[src/fcvm_pkg.sv]
// ----------------------------------------------------------------------------
// Fly camera view matrix package
// Shared types, fixed-point constants and arithmetic helpers.
// ----------------------------------------------------------------------------
package fcvm_pkg;

	localparam int AngleFracBits = 7;
	localparam int VecFracBits = 14;

	localparam logic [15:0] FullTurn = 16'(360 << AngleFracBits);
	localparam logic [15:0] QuarterTurn = 16'(90 << AngleFracBits);
	localparam logic [15:0] YawReset = 16'(270 << AngleFracBits);
	localparam logic [31:0] RadPerDegQ30 = 32'd18740330;
	localparam logic [30:0] Q30One = 31'h4000_0000;

	localparam logic [1:0] RowLast = 2'd2;

	typedef logic signed [32:0] mop_t;
	typedef logic signed [65:0] prod_t;
	typedef logic signed [15:0] vec_t;
	typedef logic signed [31:0] pos_t;

	localparam vec_t VecOne = 16'(1 << VecFracBits);
	localparam pos_t PosZReset = 32'(15 << 16);
	localparam prod_t PosMax = 66'sd2147483647;
	localparam prod_t PosMin = -66'sd2147483648;

	function automatic prod_t round_vec(prod_t p);
		logic neg;
		prod_t m;
		neg = p[65];
		m = neg ? -p : p;
		m = (m + prod_t'(1 << (VecFracBits - 1))) >>> VecFracBits;
		return neg ? -m : m;
	endfunction

	function automatic pos_t sat32(prod_t v);
		if (v > PosMax) return pos_t'(PosMax);
		if (v < PosMin) return pos_t'(PosMin);
		return pos_t'(v);
	endfunction

	function automatic vec_t to_vec(logic [31:0] v);
		logic [31:0] s;
		s = (v + 32'(1 << (29 - VecFracBits))) >> (30 - VecFracBits);
		return vec_t'(s[15:0]);
	endfunction

	function automatic logic [7:0] series_div(logic cos_sel, logic [2:0] i);
		case ({cos_sel, i})
			4'b0000: return 8'd110;
			4'b0001: return 8'd72;
			4'b0010: return 8'd42;
			4'b0011: return 8'd20;
			4'b0100: return 8'd6;
			4'b1000: return 8'd132;
			4'b1001: return 8'd90;
			4'b1010: return 8'd56;
			4'b1011: return 8'd30;
			4'b1100: return 8'd12;
			4'b1101: return 8'd2;
			default: return 8'd1;
		endcase
	endfunction

	// Floor of 2^32 over the divisor; the quotient needs at most one correction.
	function automatic logic [31:0] series_recip(logic cos_sel, logic [2:0] i);
		case ({cos_sel, i})
			4'b0000: return 32'd39045157;
			4'b0001: return 32'd59652323;
			4'b0010: return 32'd102261126;
			4'b0011: return 32'd214748364;
			4'b0100: return 32'd715827882;
			4'b1000: return 32'd32537631;
			4'b1001: return 32'd47721858;
			4'b1010: return 32'd76695844;
			4'b1011: return 32'd143165576;
			4'b1100: return 32'd357913941;
			4'b1101: return 32'd2147483648;
			default: return 32'hFFFF_FFFF;
		endcase
	endfunction

endpackage

[src/fcvm_mul.sv]
// ----------------------------------------------------------------------------
// Fly camera shared multiplier
// Signed 33 by 33 multiplier with a registered product.
// ----------------------------------------------------------------------------
module fcvm_mul import fcvm_pkg::*; (
	input logic clk,
	input mop_t a,
	input mop_t b,
	output prod_t prod_q
);

	always_ff @(posedge clk) begin
		prod_q <= a * b;
	end

endmodule

[config.mk]
export PLATFORM = sky130hd
export DESIGN_NAME = fcvm_mul
export DESIGN_NICKNAME = d
export VERILOG_FILES = /design/src/fcvm_pkg.sv /design/src/fcvm_mul.sv
export SDC_FILE = /design/constraint.sdc
export NUM_CORES = 2
export LEC_CHECK = 0
export ABC_CLOCK_PERIOD_IN_PS = 16900
export BUFFER_PORTS_ARGS = -buffer_cell sky130_fd_sc_hd__buf_2
export CAP_MARGIN = 40
export CORE_ASPECT_RATIO = 1.75
export CORE_MARGIN = 2
export CORE_UTILIZATION = 45
export DETAILED_ROUTE_END_ITERATION = 8
export HOLD_SLACK_MARGIN = 0.08
export SETUP_SLACK_MARGIN = 0.5
export SLEW_MARGIN = 20
export SYNTH_ARGS = -nofsm -noshare
export SYNTH_HDL_FRONTEND = slang
export SYNTH_SLANG_ARGS = --single-unit
[constraint.sdc]
create_clock -name clk -period 16.9 [get_ports clk]
set_clock_uncertainty 0.05 [all_clocks]
set_input_delay 0.845 -clock clk [delete_from_list [all_inputs] [get_ports clk]]
set_output_delay 0.845 -clock clk [all_outputs]
set_load 0.01 [all_outputs]
# Word level (Yosys, flattened, before mapping)
# Index checks and enable logic that the tools add are counted.
dict set report classes {
  multipliers 1
}
# cell count
set op_table {}
lappend op_table {{$mul 33x33->66} 1}
dict set report totals {
  ff_bits 66
  elab_cells 2
}

# Longest topological paths before layout
dict set report depth {
  ltp_word 1
  depth_mapped 27
}

# Least setup slack after synthesis
# OpenSTA, ideal clock, no wires.
dict set report synth_timing {
  path_type {input to register}
  startpoint {input a[32]}
  endpoint {register prod_q[62]}
  setup_time_ns 0.079
  arrival_time_ns 8.002
  path_stages 23
  slack_ns 8.769
  path_cell_list {clkbuf_1 -> nand2_1 -> inv_1 -> fa_1 -> fa_1 -> fa_1 -> fa_1 -> fa_1 -> fa_1 -> fa_1 -> inv_1 -> fa_1 -> inv_1 -> ha_1 -> clkbuf_1 -> and3_1 -> nand3_1 -> nand2b_1 -> a2111oi_4 -> a211oi_4 -> a21o_2 -> a21o_1 -> a211oi_2}
}
dict set report synth_via {
  elab_chain_len 1
}
# element line_no
set synth_lines {}
lappend synth_lines {{start, declared} fcvm_mul.sv:7} ;# input mop_t a,
lappend synth_lines {{$mul 33x33->66} fcvm_mul.sv:13} ;# prod_q <= a * b;
lappend synth_lines {{end signal, assigned} fcvm_mul.sv:13}
lappend synth_lines {{end, declared} fcvm_mul.sv:9} ;# output prod_t prod_q
# No other way between the ends.

# Final worst setup path
# Same ends and word-level chain as after synthesis.

==> flow_summary_export.csv <==
group,metric,value,unit
grt,grt_pass1_wl,189,mm
placement,io_buffers,132,
grt,gr-total-overflow,0,
floorplan,die_y,402,um
final_layout,final_cell_mix,"1,145 x fa_1, 1,130 x inv_1, 562 x and2_1",
timing,setup_violations,0,
worst_setup_path,crit_path_start_kind,"primary input",
synth,synth_area_per_cell,9.39,um^2
timing,worst_pin_slew,0.881,ns
worst_setup_path,cp_slowest_cell,"fa_1",
synth,yosys_warnings,0,
floorplan,dieArea,0.0930,mm^2
detailed_routing,wl_per_cell,22.7,um
clock_network,cts_tree,"yes",
detailed_routing,post-route-drc-count,0,
worst_setup_path,cpMostUsedCell,"fa_1",
final_layout,fill_cells,8714,
clock_network,h-tree-depth,3,
worst_setup_path,worstPathRequired,17.12,ns
timing,maxSlewHeadroom,41.3,%
synth,syn-num-nets,5767,
synth,syn-cell-area,0.0407,mm^2
worst_setup_path,cp-end-kind,"flop",
final_layout,area_growth,4.39,%
grt,grt.total_usage,27.7,%
clock_network,cts_buffer_depth,2,
final_layout,largest_reg_flops,66,
final_layout,reg_top3,"prod_q: 66 flops",
run,drv_cap,0,
floorplan,die_w,231,um
placement,gp_congestion,0.906,
synth,yosys_most_used_dff,"dfxtp_1",
timing,rsz0062_at_grt,"no",
worst_setup_path,critPathArrivalTime,8.78,ns
final_layout,top_register,"prod_q",
clock_network,cts_hold_buf,0,
final_layout,final_common_cell,"fa_1",
clock_network,cts_buffers,9,
clock_network,cts-resized-gates,0,
worst_setup_path,max_stage_delay,0.89,ns
worst_setup_path,critPathMaxFanout,33,
detailed_routing,wl,124,mm
grt,antenna_found_initial,7,
detailed_routing,first_iter_violations,1430,
grt,grt_pass1_vias,33000,
run_status,status,"complete, no violations",
detailed_routing,vias,28900,
worst_setup_path,cp_cell_sequence,"buf_2 > nand2_1 > inv_1 > fa_1 > fa_1 > fa_1 > inv_1 > fa_1 > fa_1 > fa_1 > fa_1 > fa_1 > inv_1 > ha_1 > and4_1 > nand3_1 > nand2b_1 > a2111oi_4 > a211oi_4 > a21o_2 > a21o_1 > a211oi_2",
placement,detailed_place_hpwl,104,mm
timing,setup_tns,0,ns
floorplan,ios,133,
detailed_routing,routed_via_density,5.29,
hold_path,min_path_type,"in -> reg",
synth,synth_edf_count,0,
timing,drv_slew,0,
synth,ys_seq_area_share,3.24,%
clock_network,cts_root_buffer,"clkbuf_16",
hold_path,hold_end,"prod_q[0]",
timing,min_period,8.56,ns
worst_setup_path,path_class,"in -> reg",
synth,synth-seq-cells,66,
hold_path,worstHoldStart,"b[0]",
floorplan,rows,146,
floorplan,initial_core_util,45.2,%
timing,hold_viol,0,
floorplan,core,0.0901,mm^2
final_layout,final_util,47.2,%
synth,synthArstFlopShare,0,%
synth,synth.lib_cells_used.distinct,80,
synth,syn-instance-count,4338,
detailed_routing,ant_nets,0,
final_layout,final_nets,5711,
timing,post-route-period-util,50.7,%
grt,grt_max_degree,34,
final_layout,drive_gt1_share,4.78,%
clock_network,cts_sinks,66,
timing,fmax,0.117,GHz
detailed_routing,dr.pass1.iters,5,
clock_network,post-cts-setup-buffers,0,
hold_path,holdPathStages,2,
clock_network,clk_transition_reported_paths,0.07,ns
[critical path, delay by kind of cell]
kind | cells | cell delay, ns
and+or+nand+nor | 4 | 1.00
buffers and inverters | 4 | 0.91
AOI/OAI and AO/OA | 5 | 1.02
adders and majority gates | 9 | 4.98
[worst max path at each step]
stage	startpoint	end	slack (ns)	cells past startpoint
after floorplan	a[32]	prod_q[62]	8.77	23
after global placement	a[32]	prod_q[62]	7.96	22
after detailed placement	a[32]	prod_q[62]	7.96	22
after CTS	a[32]	prod_q[62]	8.30	22
after global routing	a[32]	prod_q[58]	7.87	22
final	a[32]	prod_q[62]	8.34	22
[area by class of cell]
class / count / area (um^2) / share of cell area [%]
antenna: 4 / 10.0 / 0.0235
clock buffer: 12 / 256 / 0.603
clock inverter: 3 / 15.0 / 0.0353
inverter: 1131 / 4250 / 9.98
multi-input combinational: 2920 / 34300 / 80.7
sequential: 66 / 1320 / 3.11
tap: 1184 / 1480 / 3.48
timing repair buffer: 154 / 875 / 2.06
[per-stage QoR]
stage	instances	hold slack (ns)	setup slack, ns	area, um^2
2_1_floorplan	4338	0.922	8.77	40700
4_1_cts	5468	0.991	8.30	42500
3_5_place_dp	5453	1.19	7.96	42200
3_3_place_gp	5450	1.19	7.96	42200
5_1_grt	5474	1.02	7.87	42500
6_report	5474	1.03	8.34	42500
[routing by layer]
metal	track usage (%)	wire length (um)
met1	25.0	35000
met2	52.2	69400
met3	2.13	3680
met4	28.6	16000
met5	0	27
[cell usage after synthesis (all sizes together) (3+ instances only)]
| library cell | count | area (um^2) |
|---|---|---|
| a211o | 6 | 52.6 |
| a211oi | 11 | 110 |
| a21boi | 3 | 33.8 |
| a21o | 38 | 288 |
| a21oi | 61 | 328 |
| a221oi | 3 | 43.8 |
| a31oi | 9 | 62.6 |
| and2 | 563 | 3520 |
| and3 | 6 | 42.5 |
| and4 | 5 | 43.8 |
| buf | 13 | 70.1 |
| clkbuf | 208 | 781 |
| dfxtp | 66 | 1320 |
| fa | 1145 | 22900 |
| ha | 217 | 2720 |
| inv | 1131 | 4250 |
| nand2 | 551 | 2070 |
| nand2b | 12 | 75.1 |
| nand3 | 26 | 135 |
| nand4 | 12 | 81.3 |
| nor2 | 68 | 255 |
| nor2b | 5 | 31.3 |
| nor3 | 7 | 35.0 |
| nor4 | 3 | 33.8 |
| o211ai | 5 | 51.3 |
| o21a | 6 | 45.0 |
| o21ai | 33 | 173 |
| o21bai | 11 | 82.6 |
| o31ai | 7 | 104 |
| or2 | 3 | 18.8 |
| or3 | 3 | 18.8 |
| xnor2 | 43 | 377 |
| xor2 | 25 | 219 |
[logic make-up (layout without fill, tap and decap cells)]
| family | Yosys count | after routing | synth area share, % |
|---|---|---|---|
| fa+ha+maj | 1362 | 1362 | 62.9 |
| buf+inv | 1352 | 1300 | 12.5 |
| simple gates | 1271 | 1271 | 15.8 |
| compound gates | 219 | 219 | 4.07 |
| xor+xnor | 68 | 68 | 1.46 |
| flops | 66 | 66 | 3.24 |
| other cells | 0 | 4 | 0 |
Power is left out: the tool's default activity adds up to more than one toggle a clock period on the data nets, which glitch-free logic cannot reach.
